$ cat src/rtl/icmp_sfe_pkg.sv
// ----------------------------------------------------------------------------
// icmp_sfe_pkg
// Shared types and constants for the ICMP scan feature extractor.
// ----------------------------------------------------------------------------
`timescale 1ns / 1ps
`default_nettype none

package icmp_sfe_pkg;

  // counter widths
  localparam int COUNT_BITS_DEF  = 24;
  localparam int COUNT_BITS_MAX  = 32;
  localparam int OUT_BITS        = 24;
  localparam int SMALL_BITS      = 8;
  localparam int QUEUE_DEPTH_DEF = 2;

  localparam logic [OUT_BITS-1:0]   OUT_MAX   = '1;
  localparam logic [SMALL_BITS-1:0] SMALL_MAX = '1;

  // echo-like request types
  localparam logic [7:0] ICMP_ECHO      = 8'd8;
  localparam logic [7:0] ICMP_TIMESTAMP = 8'd13;
  localparam logic [7:0] ICMP_INFO      = 8'd15;
  localparam logic [7:0] ICMP_ADDR_MASK = 8'd17;
  localparam logic [7:0] ICMP_CODE_ZERO = 8'd0;

  // input beat
  typedef struct packed {
    logic [31:0] dest_ip;
    logic [7:0]  icmp_type;
    logic [7:0]  icmp_code;
    logic        last_flow;
  } flow_t;

  // result beat
  typedef struct packed {
    logic [OUT_BITS-1:0]   max_subnet_run;
    logic [SMALL_BITS-1:0] max_address_run;
    logic [SMALL_BITS-1:0] max_addresses_in_subnet;
    logic [OUT_BITS-1:0]   echo_flows;
    logic [OUT_BITS-1:0]   flow_count;
  } result_t;

  // classified flow handed from front to back
  typedef struct packed {
    logic is_echo;
    logic have_prev;
    logic same_subnet;
    logic same_addr;
    logic addr_step;
    logic subnet_step;
    logic last;
  } flow_class_t;

endpackage

`default_nettype wire

$ cat src/rtl/icmp_sfe_front.sv
// ----------------------------------------------------------------------------
// icmp_sfe_front
// Accepts flows, compares each address against the previous one and emits
// a compact classification for the back end.
// ----------------------------------------------------------------------------
`timescale 1ns / 1ps
`default_nettype none

module icmp_sfe_front
  import icmp_sfe_pkg::*;
(
  input  wire logic        clk,
  input  wire logic        rst,
  input  wire logic        push,
  input  wire flow_t       flow,
  input  wire logic        q_full,
  output      logic        q_push,
  output      flow_class_t q_data
);

  logic [31:0] prev_address;
  logic        have_prev;
  logic [31:0] addr_diff;
  logic [23:0] subnet_diff;

  assign q_push = push && !q_full;

  // pairwise compares against the previous address
  assign addr_diff   = flow.dest_ip - prev_address;
  assign subnet_diff = flow.dest_ip[31:8] - prev_address[31:8];

  always_comb begin
    q_data.is_echo     = (flow.icmp_type == ICMP_ECHO || flow.icmp_type == ICMP_TIMESTAMP ||
                          flow.icmp_type == ICMP_INFO || flow.icmp_type == ICMP_ADDR_MASK) &&
                         (flow.icmp_code == ICMP_CODE_ZERO);
    q_data.have_prev   = have_prev;
    q_data.same_subnet = (subnet_diff == 24'd0);
    q_data.same_addr   = (addr_diff == 32'd0);
    q_data.addr_step   = (addr_diff == 32'd1);
    q_data.subnet_step = (subnet_diff == 24'd1);
    q_data.last        = flow.last_flow;
  end

  // previous-address tracking, cleared at the end of each event
  always_ff @(posedge clk) begin
    if (rst) begin
      have_prev    <= 1'b0;
      prev_address <= '0;
    end else if (q_push) begin
      prev_address <= flow.dest_ip;
      have_prev    <= !flow.last_flow;
    end
  end

endmodule

`default_nettype wire

$ cat src/rtl/icmp_sfe_queue.sv
// ----------------------------------------------------------------------------
// icmp_sfe_queue
// Short FIFO of classified flows between the front and back ends.
// ----------------------------------------------------------------------------
`timescale 1ns / 1ps
`default_nettype none

module icmp_sfe_queue
  import icmp_sfe_pkg::*;
#(
  parameter int DEPTH = QUEUE_DEPTH_DEF
) (
  input  wire logic        clk,
  input  wire logic        rst,
  input  wire logic        wr_en,
  input  wire flow_class_t wr_data,
  output      logic        full,
  input  wire logic        rd_en,
  output      logic        rd_valid,
  output      flow_class_t rd_data
);

  localparam int PTR_BITS = (DEPTH > 1) ? $clog2(DEPTH) : 1;
  localparam int CNT_BITS = $clog2(DEPTH + 1);

  flow_class_t         mem [DEPTH];
  logic [PTR_BITS-1:0] wr_ptr;
  logic [PTR_BITS-1:0] rd_ptr;
  logic [CNT_BITS-1:0] count;
  logic                do_wr;
  logic                do_rd;

  assign full     = (count == CNT_BITS'(DEPTH));
  assign rd_valid = (count != '0);
  assign rd_data  = mem[rd_ptr];
  assign do_wr    = wr_en && !full;
  assign do_rd    = rd_en && rd_valid;

  // storage
  always_ff @(posedge clk) begin
    if (do_wr) begin
      mem[wr_ptr] <= wr_data;
    end
  end

  // pointers and fill count
  always_ff @(posedge clk) begin
    if (rst) begin
      wr_ptr <= '0;
      rd_ptr <= '0;
      count  <= '0;
    end else begin
      if (do_wr) begin
        wr_ptr <= (wr_ptr == PTR_BITS'(DEPTH - 1)) ? '0 : wr_ptr + 1'b1;
      end
      if (do_rd) begin
        rd_ptr <= (rd_ptr == PTR_BITS'(DEPTH - 1)) ? '0 : rd_ptr + 1'b1;
      end
      if (do_wr && !do_rd) begin
        count <= count + 1'b1;
      end else if (do_rd && !do_wr) begin
        count <= count - 1'b1;
      end
    end
  end

  // fill count stays in range
  a_count_range: assert property (@(posedge clk) disable iff (rst)
    count <= CNT_BITS'(DEPTH))
    else $error("queue count out of range");

  // a write when not full always lands
  a_write_lands: assert property (@(posedge clk) disable iff (rst)
    (do_wr && !do_rd) |=> (count == $past(count) + 1'b1))
    else $error("queue write lost");

  // no read from an empty queue
  a_read_valid: assert property (@(posedge clk) disable iff (rst)
    (count == '0) |-> !do_rd)
    else $error("queue read while empty");

endmodule

`default_nettype wire

$ cat src/rtl/icmp_sfe_back.sv
// ----------------------------------------------------------------------------
// icmp_sfe_back
// Updates run, count and maximum state from classified flows and holds the
// event result until it is popped.
// ----------------------------------------------------------------------------
`timescale 1ns / 1ps
`default_nettype none

module icmp_sfe_back
  import icmp_sfe_pkg::*;
#(
  parameter int COUNT_BITS = COUNT_BITS_DEF
) (
  input  wire logic        clk,
  input  wire logic        rst,
  input  wire logic        q_valid,
  input  wire flow_class_t q_data,
  output      logic        q_pop,
  input  wire logic        pop,
  output      logic        empty,
  output      result_t     result
);

  localparam logic [COUNT_BITS-1:0] COUNT_MAX = '1;
  localparam logic [COUNT_BITS-1:0] COUNT_ONE = COUNT_BITS'(1);
  localparam logic [SMALL_BITS-1:0] SMALL_ONE = SMALL_BITS'(1);

  logic [SMALL_BITS-1:0] address_run, address_run_next;
  logic [SMALL_BITS-1:0] best_address_run, best_address_run_next;
  logic [SMALL_BITS-1:0] subnet_address_count, subnet_address_count_next;
  logic [SMALL_BITS-1:0] best_subnet_address_count, best_subnet_address_count_next;
  logic [COUNT_BITS-1:0] subnet_run, subnet_run_next;
  logic [COUNT_BITS-1:0] best_subnet_run, best_subnet_run_next;
  logic [COUNT_BITS-1:0] echo_count, echo_count_next;
  logic [COUNT_BITS-1:0] flows_seen, flows_seen_next;

  logic    out_valid;
  result_t out_data;
  result_t res_next;

  // clamp a counter to the result field width
  function automatic logic [OUT_BITS-1:0] clamp_out(input logic [COUNT_BITS-1:0] v);
    logic [COUNT_BITS_MAX-1:0] wide;
    wide = COUNT_BITS_MAX'(v);
    return (wide > COUNT_BITS_MAX'(OUT_MAX)) ? OUT_MAX : wide[OUT_BITS-1:0];
  endfunction

  // take a beat unless it is a last flow and the result slot stays busy
  assign q_pop  = q_valid && (!q_data.last || !out_valid || pop);
  assign empty  = !out_valid;
  assign result = out_data;

  // per-flow state update
  always_comb begin
    address_run_next               = address_run;
    best_address_run_next          = best_address_run;
    subnet_address_count_next      = subnet_address_count;
    best_subnet_address_count_next = best_subnet_address_count;
    subnet_run_next                = subnet_run;
    best_subnet_run_next           = best_subnet_run;

    flows_seen_next = (flows_seen == COUNT_MAX) ? COUNT_MAX : flows_seen + COUNT_ONE;
    echo_count_next = echo_count;
    if (q_data.is_echo && echo_count != COUNT_MAX) begin
      echo_count_next = echo_count + COUNT_ONE;
    end

    if (q_data.have_prev) begin
      if (q_data.same_subnet) begin
        if (!q_data.same_addr) begin
          if (subnet_address_count != SMALL_MAX) begin
            subnet_address_count_next = subnet_address_count + SMALL_ONE;
          end
          if (q_data.addr_step) begin
            if (address_run != SMALL_MAX) begin
              address_run_next = address_run + SMALL_ONE;
            end
          end else begin
            if (address_run > best_address_run) best_address_run_next = address_run;
            address_run_next = SMALL_ONE;
          end
        end
      end else begin
        // subnet change: fold address run and distinct count
        if (q_data.subnet_step) begin
          if (subnet_run != COUNT_MAX) subnet_run_next = subnet_run + COUNT_ONE;
        end else begin
          if (subnet_run > best_subnet_run) best_subnet_run_next = subnet_run;
          subnet_run_next = COUNT_ONE;
        end
        if (address_run > best_address_run) best_address_run_next = address_run;
        address_run_next = SMALL_ONE;
        if (subnet_address_count > best_subnet_address_count) begin
          best_subnet_address_count_next = subnet_address_count;
        end
        subnet_address_count_next = SMALL_ONE;
      end
    end

    // final fold for the result
    res_next.max_subnet_run = clamp_out((subnet_run_next > best_subnet_run_next) ?
                                        subnet_run_next : best_subnet_run_next);
    res_next.max_address_run = (address_run_next > best_address_run_next) ?
                               address_run_next : best_address_run_next;
    res_next.max_addresses_in_subnet =
      (subnet_address_count_next > best_subnet_address_count_next) ?
      subnet_address_count_next : best_subnet_address_count_next;
    res_next.echo_flows = clamp_out(echo_count_next);
    res_next.flow_count = clamp_out(flows_seen_next);
  end

  // feature state, back to reset values after each event
  always_ff @(posedge clk) begin
    if (rst || (q_pop && q_data.last)) begin
      address_run               <= SMALL_ONE;
      best_address_run          <= SMALL_ONE;
      subnet_address_count      <= SMALL_ONE;
      best_subnet_address_count <= SMALL_ONE;
      subnet_run                <= COUNT_ONE;
      best_subnet_run           <= COUNT_ONE;
      echo_count                <= '0;
      flows_seen                <= '0;
    end else if (q_pop) begin
      address_run               <= address_run_next;
      best_address_run          <= best_address_run_next;
      subnet_address_count      <= subnet_address_count_next;
      best_subnet_address_count <= best_subnet_address_count_next;
      subnet_run                <= subnet_run_next;
      best_subnet_run           <= best_subnet_run_next;
      echo_count                <= echo_count_next;
      flows_seen                <= flows_seen_next;
    end
  end

  // result slot
  always_ff @(posedge clk) begin
    if (rst) begin
      out_valid <= 1'b0;
    end else if (q_pop && q_data.last) begin
      out_valid <= 1'b1;
    end else if (pop) begin
      out_valid <= 1'b0;
    end
  end

  always_ff @(posedge clk) begin
    if (q_pop && q_data.last) begin
      out_data <= res_next;
    end
  end

  // a last flow always produces a waiting result
  a_last_gives_result: assert property (@(posedge clk) disable iff (rst)
    (q_pop && q_data.last) |=> out_valid)
    else $error("last flow did not produce a result");

  // state is cleared after the last flow of an event
  a_event_cleared: assert property (@(posedge clk) disable iff (rst)
    (q_pop && q_data.last) |=> (flows_seen == '0 && echo_count == '0))
    else $error("event state not cleared");

  // an unpopped result is never replaced
  a_result_held: assert property (@(posedge clk) disable iff (rst)
    (out_valid && !pop) |=> (out_valid && out_data == $past(out_data)))
    else $error("waiting result lost or overwritten");

  // run and count registers never drop below one
  a_runs_nonzero: assert property (@(posedge clk) disable iff (rst)
    (address_run != '0) && (subnet_address_count != '0) && (subnet_run != '0))
    else $error("run counter reached zero");

endmodule

`default_nettype wire

$ cat src/rtl/icmp_scan_feature_extractor_core.sv
// ----------------------------------------------------------------------------
// icmp_scan_feature_extractor_core
// Extracts scan features (subnet runs, address runs, distinct addresses per
// /24, echo-like requests, flows) from one ICMP event of sorted flows.
//
//   channel  dir  handshake         beat
//   flow     in   push / full       dest_ip, icmp_type, icmp_code, last_flow
//   result   out  pop / empty       one feature set per event
//
// One flow is accepted per cycle while full is low; the front classifies it
// against the previous address in the accept cycle. The back updates counters
// as it pops each flow from the queue and registers a result on a last flow.
// A waiting result stalls the back only when the next event's last flow
// arrives; full rises once the flow queue (two entries by default) fills up.
// Reset (rst, synchronous) clears the queue, the result slot and all state.
// ----------------------------------------------------------------------------
`timescale 1ns / 1ps
`default_nettype none

module icmp_scan_feature_extractor_core
  import icmp_sfe_pkg::*;
#(
  parameter int COUNT_BITS  = COUNT_BITS_DEF,
  parameter int QUEUE_DEPTH = QUEUE_DEPTH_DEF
) (
  input  wire logic    clk,
  input  wire logic    rst,
  input  wire logic    push,
  output      logic    full,
  input  wire flow_t   flow,
  input  wire logic    pop,
  output      logic    empty,
  output      result_t result
);

  logic        fq_push;
  flow_class_t fq_wr_data;
  logic        fq_valid;
  logic        fq_pop;
  flow_class_t fq_rd_data;

  // front: accept and classify
  icmp_sfe_front u_front (
    .clk    (clk),
    .rst    (rst),
    .push   (push),
    .flow   (flow),
    .q_full (full),
    .q_push (fq_push),
    .q_data (fq_wr_data)
  );

  // queue between front and back
  icmp_sfe_queue #(
    .DEPTH (QUEUE_DEPTH)
  ) u_queue (
    .clk      (clk),
    .rst      (rst),
    .wr_en    (fq_push),
    .wr_data  (fq_wr_data),
    .full     (full),
    .rd_en    (fq_pop),
    .rd_valid (fq_valid),
    .rd_data  (fq_rd_data)
  );

  // back: counters and result slot
  icmp_sfe_back #(
    .COUNT_BITS (COUNT_BITS)
  ) u_back (
    .clk     (clk),
    .rst     (rst),
    .q_valid (fq_valid),
    .q_data  (fq_rd_data),
    .q_pop   (fq_pop),
    .pop     (pop),
    .empty   (empty),
    .result  (result)
  );

endmodule

`default_nettype wire

$ cat config.mk
export PLATFORM = sky130hd
export DESIGN_NAME = icmp_scan_feature_extractor_core
export DESIGN_NICKNAME = d
export VERILOG_FILES = /design/src/rtl/icmp_sfe_pkg.sv /design/src/rtl/icmp_sfe_front.sv /design/src/rtl/icmp_sfe_queue.sv /design/src/rtl/icmp_sfe_back.sv /design/src/rtl/icmp_scan_feature_extractor_core.sv
export SDC_FILE = /design/constraint.sdc
export NUM_CORES = 1
export LEC_CHECK = 0
export BUFFER_PORTS_ARGS = -buffer_cell sky130_fd_sc_hd__buf_4
export CORE_ASPECT_RATIO = 2
export CORE_MARGIN = 4
export CORE_UTILIZATION = 40
export CTS_CLUSTER_DIAMETER = 120
export CTS_CLUSTER_SIZE = 24
export DETAILED_ROUTE_END_ITERATION = 7
export PLACE_DENSITY = 0.64
export SLEW_MARGIN = 20
export SYNTH_ARGS = -nofsm -noshare
export SYNTH_HDL_FRONTEND = slang
export SYNTH_SLANG_ARGS = --single-unit
$ cat constraint.sdc
create_clock -name clk -period 7.1 [get_ports clk]
set_input_delay 0.355 -clock clk [delete_from_list [all_inputs] [get_ports clk]]
set_output_delay 0.355 -clock clk [all_outputs]
set_load 0.05 [all_outputs]
Yosys cells after proc, flatten, opt, wreduce, memory -nomap -nowiden
Memories as Yosys holds them, arrays and structs flattened. A register that Yosys moved wholly into a read port is not among the register bits.
Index checks and enable logic that the tools add are counted.
{"block": "word_totals", "register_bits": 254, "latchBits": 0, "mem_bits_rw": 14, "romBits": 0, "inputBits": 53, "out_inout_bits": 90, "wordCells": 116, "memories": 1}
{"block": "classes", "add_sub_neg": 11, "mul": 0, "div_mod_pow": 0, "order_cmp": 6, "eq_ne": 12, "n_shift": 0, "mux": 40, "bitwise": 0, "n_reduce_logical": 27}
{"memory": "u_queue.mem", "depth": 2, "word_bits": 7, "rd": 1, "rd_clocked_by_memory_dff": 1, "write_ports": 1, "line": "icmp_sfe_queue.sv:26", "text": "flow_class_t mem [DEPTH];"}
{"operator": "2-to-1 mux 24 bit", "count": 11}
{"operator": "2-to-1 mux 8 bit", "count": 19}
{"operator": "adder 24 x 1 -> 24 bit, second input constant", "count": 3}
{"operator": "greater-than comparator 24 bit", "count": 2}
{"operator": "!= test 24 bit, second input constant", "count": 2}
{"operator": "== test 32 x 1 -> 1 bit, second input constant", "count": 1}
{"operator": "greater-than comparator 8 bit", "count": 4}
{"operator": "zero test 32 bit", "count": 1}
{"operator": "subtractor 32 bit", "count": 1}
{"operator": "== test 24 x 1 -> 1 bit, second input constant", "count": 1}
{"operator": "== test 24 bit, second input constant", "count": 1}
{"operator": "== test 8 x 4 -> 1 bit, second input constant", "count": 3}
{"operator": "zero test 24 bit", "count": 1}
{"operator": "subtractor 24 bit", "count": 1}
{"operator": "adder 8 x 1 -> 8 bit, second input constant", "count": 2}
{"operator": "!= test 8 bit, second input constant", "count": 2}
{"operator": "logical AND 1 bit", "count": 9}
{"operator": "== test 8 x 5 -> 1 bit, second input constant", "count": 1}
{"operator": "zero test 8 bit", "count": 1}
{"operator": "2-to-1 mux 1 bit", "count": 8}
{"operator": "zero test 1 bit", "count": 6}
{"operator": "logical OR 1 bit", "count": 6}
{"operator": "nonzero test 2 bit", "count": 3}
{"operator": "2-to-1 mux 2 bit", "count": 2}
{"operator": "other kinds (4)", "count": 5}

Logic depth before layout (Yosys ltp)
Gate-level depths: netlist of run 1.
{"block": "logic_depth", "word_depth": 8, "depth_mapped": 25, "ltp_nobuf": 21}

Hierarchy
A second synthesis of run 1 with hierarchy kept.
{"block": "unflattened", "hier_cells": 1986, "hier_area_um2": 17225.3}
{"mod": "icmp_sfe_back", "instances": 1, "cells_each": 1350, "area_each_um2": 12458.2, "seq_area_each_um2": 5225.0}
{"mod": "icmp_sfe_front", "instances": 1, "cells_each": 589, "area_each_um2": 4042.6, "seq_area_each_um2": 660.6}
{"mod": "icmp_sfe_queue", "instances": 1, "cells_each": 47, "area_each_um2": 724.4, "seq_area_each_um2": 520.5}

Worst setup path after synthesis of run 1
No wires, ideal clock.
{"block": "synth_path", "path_type": "reg2reg", "startpoint": "reg with a tool-made name", "endpoint": "reg u_back.subnet_run[20]", "setup_ps": 119, "arrival_time_ps": 6277, "required_time_ps": 6981, "setup_slack_ps": 703, "stages_incl_launch_ff": 10, "path_buffers": 2, "period_less_slack_ps": 6397, "cell_sequence": "dfxtp_1 -> buf_4 -> mux2i_1 -> o22a_1 -> clkbuf_1 -> clkinv_1 -> nor2_1 -> nor2_1 -> and3_1 -> a31o_2"}
{"element": "end signal: assignment", "line": "icmp_sfe_back.sv:128", "text": "subnet_run <= subnet_run_next;"}
{"element": "end: declaration", "line": "icmp_sfe_back.sv:32", "text": "logic [COUNT_BITS-1:0] subnet_run, subnet_run_next;"}

==> impl_metrics.csv, run 1 <==
group,metric,value,unit
run_status,status,"finished, final reports clean",
floorplanning,die_height,298,um
synth,synth_edf_count,102,
clock_network,clock_path_buffers,3,
global_route,grt_pass1_wl,76100,um
floorplanning,coreArea,41600,sq um
floorplanning,ios,143,
finish,n_antenna_cell,0,
floorplanning,start_util,40.4,%
min_path,hold_class,"in2reg",
sta,skew,0.0305,ns
power_and_ir_drop,powerDensity,395,nW/um^2
clock_network,htreeDepth,1,
synth,synth-seq-cells,269,
synth,yosys_most_used_dff,"dfxtp_1",
power_and_ir_drop,peakVddDrop,0.217,mV
finish,final_util,44.6,%
routing,final_antenna_net_count,0,
clock_network,cts_resized,0,
clock_network,postCtsSetupBuffers,0,
global_route,grt_pass1_vias,14600,
synth,yosysWarnings,0,
synth,avgSynthCellArea,8.39,sq um
synth,synthArstFlopShare,0,%
worst_setup_path,start_kind,"flip-flop",
global_route,grt_overflow_total,0,
synth,ys_types,87,
clock_network,clock_tree.root_cell,"clkbuf_16",
routing,routedWlPerCell,18.7,um
routing,firstDrtPassIters,8,
finish,syn_to_final_growth,10.4,%
worst_setup_path,worstSetupEndpointType,"flip-flop",
floorplanning,fp.dieW,153,um
global_route,antenna_found_initial,0,
power_and_ir_drop,p_leak,7.38,nW
routing,drt-vias-per-instance,5.66,
worst_setup_path,reg2regPathDepth,18,
routing,wl,48800,um
finish,fillers,4150,
synth,netlist_instances,2005,
sta,setup_viol,0,
sta,hold_viol,0,
routing,route.detailed.drc,0,
synth,synth_nets,2178,
sta,relSlewSlack,24.6,%
clock_network,cts.sinks,269,
finish,layout-drive-gt1-share,10.0,%
sta,post-route-period-util,82.5,%
clock_network,cts_buffers,15,
worst_setup_path,crit_type,"reg2reg",
run,cap_violations,0,
routing,drt_iter0_drc,767,
clock_network,cts_tree,"built",
sta,setup_ws,1.24,ns
clock_network,clock_latency,0.53,ns
global_route,grt_util_all_layers,20.5,%
global_route,grt_start_max_net_pins,81,
placement,dp_hpwl,36700,um
min_path,whs_path_depth,2,
worst_setup_path,cp.required,7.32,ns
sta,maxSlewViolCount,0,
placement,gp_congestion,1.04,
synth,netlist_area,16800,sq um
sta,period_minus_slack,5.86,ns
placement,dp_slack,1.31,ns
sta,rsz0062_at_grt,"no",
finish,nNetsFinal,2241,
finish,ff_latch_area,6410,sq um
worst_setup_path,critPathArrivalTime,6.08,ns
worst_setup_path,path_max_fanout,17,
power_and_ir_drop,power.total,7.35,mW
finish,multi_input_area,9520,sq um
sta,finalSetupTns,0,ns
floorplanning,num_rows,106,
synth,yosysSeqAreaShare,38.1,%
placement,port_buffers,142,
sta,fmax,171,MHz
floorplanning,die-area,45600,sq um
sta,worst_slew_pin_slew,1.10,ns
clock_network,clkTransAtPathRegs,0.11,ns
routing,vias,14800,
clock_network,hold_buffers,0,
==> registers in the layout, indices dropped and copies added (netlist names), named ones only <==
name,flops
u_back.address_run,8
u_back.best_address_run,8
u_back.best_subnet_address_count,8
u_back.best_subnet_run,24
u_back.echo_count,24
u_back.flows_seen,24
u_back.out_valid,1
u_back.result,88
u_back.subnet_address_count,8
u_back.subnet_run,24
u_front.have_prev,1
u_front.prev_address,32
u_queue.count,2
u_queue.mem,14
u_queue.rd_ptr,1
u_queue.wr_ptr,1
==> cells in the final DEF (no fill, tap or decap), types with 27 or more instances in the layout <==
| master | netlist | final |
|---|---|---|
| a211oi_1 | 27 | 27 |
| a21oi_1 | 207 | 207 |
| buf_4 | 7 | 154 |
| dfxtp_1 | 167 | 167 |
| edfxtp_1 | 102 | 102 |
| ha_1 | 118 | 118 |
| inv_1 | 103 | 103 |
| mux2i_1 | 53 | 53 |
| nand2_1 | 282 | 282 |
| nand3_1 | 70 | 70 |
| nand4_1 | 43 | 43 |
| nor2_1 | 216 | 215 |
| nor3_1 | 46 | 46 |
| o21ai_0 | 69 | 69 |
| xnor2_1 | 60 | 60 |
| xor2_1 | 63 | 63 |
==> stage by stage <==
step	instance area, sq um	hold WS [ns]	cells
6_report	18600	0.0473	2616
5_1_grt	18600	0.0329	2616
4_1_cts	18600	0.0256	2616
3_5_place_dp	18200	0.446	2591
3_3_place_gp	18200	0.439	2591
2_1_floorplan	16800	0.426	2005
==> power by group <==
group / switching, mW / internal, mW
combinational: 2.81 / 1.25
sequential: 0.240 / 2.10
clock: 0.539 / 0.409
==> cells by family (layout without fill, tap and decap cells) <==
kind of cell	Yosys count	in the layout	synth area share, %
AOI/OAI and AO/OA	445	445	16.4
xor gates and xnor gates	123	123	6.40
adders and majority gates	120	120	9.01
buffers and inverters	213	284	5.47
DFF	269	269	38.1
muxes	56	56	3.38
and+or+nand+nor	779	779	21.3
==> routing by layer <==
metal / global-route usage (%) / wire [um] / vias to the layer above
met5: 0 / 0 / -
met4: 12.0 / 2990 / 0
met3: 2.30 / 1980 / 151
met2: 41.9 / 27700 / 458
met1: 18.6 / 16100 / 7008
li1: - / - / 7184
==> synthesized netlist by cell type (all sizes together), types with 27 or more instances <==
| cell type | number | area (sq um) |
|---|---|---|
| a211oi | 27 | 203 |
| a21oi | 210 | 1070 |
| buf | 49 | 302 |
| clkbuf | 59 | 225 |
| dfxtp | 167 | 3340 |
| edfxtp | 102 | 3060 |
| ha | 118 | 1480 |
| inv | 104 | 390 |
| mux2i | 53 | 531 |
| nand2 | 283 | 1060 |
| nand3 | 71 | 360 |
| nand4 | 43 | 269 |
| nor2 | 217 | 822 |
| nor3 | 46 | 230 |
| o21ai | 77 | 385 |
| xnor2 | 60 | 526 |
| xor2 | 63 | 552 |
==> path summary, 6_finish.rpt <==
kind	startpoint	endpoint	slack, ns
max reg2reg	flip-flop	u_back.result[64]$_DFFE_PP_	1.24
max	flip-flop	u_back.result[64]$_DFFE_PP_	1.24
min	flow[0]	u_front.have_prev$_SDFFE_PP0P_	0.05
min reg2reg	u_front.prev_address[16]$_SDFFE_PP0P_	u_front.prev_address[16]$_SDFFE_PP0P_	0.46
==> worst max-delay path: stages (launching register included) <==
cell and delay [ns]:
dfxtp_1 0.58, nor2b_1 0.22, a22o_1 0.50, o41a_1 0.34, and4_4 0.31, nor3b_2 0.29
nand4_1 0.17, xnor2_1 0.16, nand2_1 0.13, inv_1 0.06, ha_1 0.29, a21o_1 0.18
a21o_1 0.17, a21oi_1 0.26, o21ai_0 0.18, nor4_1 0.34, or2_2 0.45, nor2b_2 0.74
a221oi_1 0.17
==> area by class of cell <==
class | count | area share (%)
multi-input combinational | 1523 | 51.2
timing repair buffer | 154 | 6.22
clock buffer | 24 | 2.20
sequential | 269 | 34.5
clock inverter | 1 | 0.108
tap | 540 | 3.64
inverter | 105 | 2.12
Note: power is estimated with default switching activity, not from simulation.
==> inputs of run 2 (changes only) <==
- PLACE_DENSITY: 0.64 -> 0.66
- clock period: 7.1 -> 4.85 ns (I/O delays scaled with it)
==> impl_metrics.csv, run 2 (same netlist as run 1, synthesis figures left out) <==
group,metric,value,unit
clock_network,cts_tree,"built",
global_route,grt_pass1_vias,15400,
placement,dp_hpwl,39400,um
global_route,grt_start_max_net_pins,81,
finish,syn_to_final_growth,17.9,%
worst_setup_path,reg2reg_slack,0.21,ns
worst_setup_path,path_max_fanout,8,
sta,relSlewSlack,36.3,%
worst_setup_path,crit_path_start,"u_back.best_subnet_run[6]$_SDFFE_PP0P_",
sta,fmax,216,MHz
floorplanning,start_util,40.4,%
sta,period_minus_slack,4.64,ns
placement,port_buffers,142,
worst_setup_path,path_cells,"inv_1 -> ha_4 -> nand4_1 -> nor3_4 -> nand3_2 -> and3_1 -> a41o_1 -> a21oi_4 -> buf_12 -> buf_4 -> a21oi_1 -> ha_1 -> nand3_1 -> nor2_1 -> nand4_1 -> a311oi_2 -> nor4_2 -> or2_4 -> and2_1 -> buf_4 -> buf_4 -> a221o_1",
global_route,grt_pass1_wl,80600,um
worst_setup_path,cp.required,5.11,ns
sta,worst_slew_pin_slew,0.948,ns
finish,finish.instance_area,19800,sq um
finish,ff_latch_area,6420,sq um
worst_setup_path,worstSetupEndpointType,"flip-flop",
worst_setup_path,cpPeakStageDelay,0.37,ns
worst_setup_path,critPathArrivalTime,4.89,ns
sta,setup_viol,0,
worst_setup_path,crit_top_cell,"buf_4",
finish,fillers,4078,
sta,hold_slack,0.0971,ns
power_and_ir_drop,comb_power_share,58.3,%
worst_setup_path,rr_startpoint,"u_back.best_subnet_run[6]$_SDFFE_PP0P_",
placement,place_area,18900,sq um
floorplanning,coreArea,41600,sq um
clock_network,cts_buffers,15,
power_and_ir_drop,swShare,47.0,%
placement,gp_congestion,0.971,
run,cap_violations,0,
finish,layout-drive-gt1-share,14.9,%
finish,largest_reg_flops,88,
worst_setup_path,start_kind,"flip-flop",
floorplanning,die_height,298,um
finish,multi_input_area,9650,sq um
routing,route.detailed.drc,0,
routing,firstDrtPassIters,7,
clock_network,cts.sinks,269,
finish,n_antenna_cell,0,
clock_network,htreeDepth,1,
sta,post-route-period-util,95.6,%
routing,drt-vias-per-instance,5.55,
finish,final_cell_mix,"nand2_1 (282), buf_4 (249), nor2_1 (215)",
power_and_ir_drop,p_int,6.08,mW
power_and_ir_drop,seq_power_share,29.8,%
worst_setup_path,crit_type,"reg2reg",
clock_network,clkTransAtPathRegs,0.11,ns
power_and_ir_drop,p_clk_share,11.9,%
power_and_ir_drop,p_leak,8.05,nW
power_and_ir_drop,power.total,11.5,mW
routing,routedWlPerCell,18.7,um
routing,vias,15300,
sta,maxSlewViolCount,0,
clock_network,clock_tree.root_cell,"clkbuf_16",
power_and_ir_drop,switchingPower,5.40,mW
routing,wl,51200,um
min_path,hold_class,"in2reg",
clock_network,clock_path_buffers,3,
power_and_ir_drop,powerDensity,579,nW/um^2
floorplanning,die-area,45600,sq um
worst_setup_path,slowest_stage,"dfxtp_2",
routing,final_antenna_net_count,0,
power_and_ir_drop,peakVddDrop,0.441,mV
routing,drt_iter0_drc,770,
sta,skew,0.0332,ns
finish,final_common_cell,"nand2_1",
clock_network,clock_latency,0.53,ns
global_route,antenna_found_initial,0,
sta,hold_viol,0,
global_route,grt_util_all_layers,21.8,%
floorplanning,fp.dieW,153,um
floorplanning,ios,143,
floorplanning,num_rows,106,
global_route,grt_overflow_total,0,
min_path,worstHoldStart,"pop",
run_status,status,"finished, final reports clean",
finish,nNetsFinal,2373,
[run 2: changes by cell type in the layout (fill, tap and decap cells not counted), moves of 3 or more]
cell | before | now
buf_4 | 154 | 249
ha_1 | 118 | 115
dlygate4sd3_1 | 0 | 33
dfxtp_2 | 0 | 7
buf_12 | 0 | 3
dfxtp_1 | 167 | 159
[run 2: what timing repair did]
| item | CTS | global route |
|---|---|---|
| endpoints found under the hold margin | 35 | 0 |
| pin swaps | 0 | 12 |
| setup endpoints to repair | 24 | 24 |
| hold buffers | 33 | 0 |
| setup buffers | 1 | 9 |
| gates resized for setup | 6 | 27 |
[run 2: power groups by stage]
stage / Clock (mW) / Sequential, mW / Combinational, mW
4_1_cts: 1.42 / 3.42 / 6.57
3_3_place_gp: 0 / 3.46 / 6.35
6_report: 1.37 / 3.42 / 6.69
5_1_grt: 1.49 / 3.49 / 7.30
2_1_floorplan: 0 / 4.23 / 3.56
3_5_place_dp: 0 / 3.47 / 6.47
[run 2: worst paths after layout]
| path | endpoint | cells after the start |
|---|---|---|
| hold / removal | u_back.out_valid$_SDFFE_PP0P_ | 3 |
| setup / recovery | u_back.result[86]$_DFFE_PP_ | 22 |
| hold reg to reg | u_front.prev_address[16]$_SDFFE_PP0P_ | 2 |
| setup reg to reg | u_back.result[86]$_DFFE_PP_ | 22 |
[run 2: metal layers]
layer	track usage (%)	vias to the layer above	wire (um)
li1	-	7448	-
met5	0	-	0
met2	44.5	457	28900
met1	19.8	7166	16800
met3	2.22	182	1900
met4	13.3	0	3660
[run 2: area by class of cell]
class | count | area share, %
timing repair buffer | 286 | 11.5
clock inverter | 1 | 0.101
multi-input combinational | 1523 | 48.6
tap | 540 | 3.41
sequential | 269 | 32.4
inverter | 105 | 1.99
clock buffer | 23 | 2.04
[run 2: worst max-delay path, delay by kind of cell (launching register included)]
kind | cells | cell delay [ns]
adders and majority gates | 2 | 0.56
buffers and inverters | 5 | 0.64
and+or+nand+nor | 10 | 1.77
DFF | 1 | 0.37
AOI/OAI and AO/OA | 5 | 1.05
[run 2: through the flow]
stage                     instances  utilization, %  setup slack [ns]  setup TNS (ns)
after floorplan                2005               -             0.117               0
after global placement         2680            45.3            -0.263           -4.34
after detailed placement       2680            45.3            -0.326           -5.86
after CTS                      2738            47.2           0.00141               0
after global routing           2747            47.6           -0.0247         -0.0558
final                          2747            47.6             0.213               0
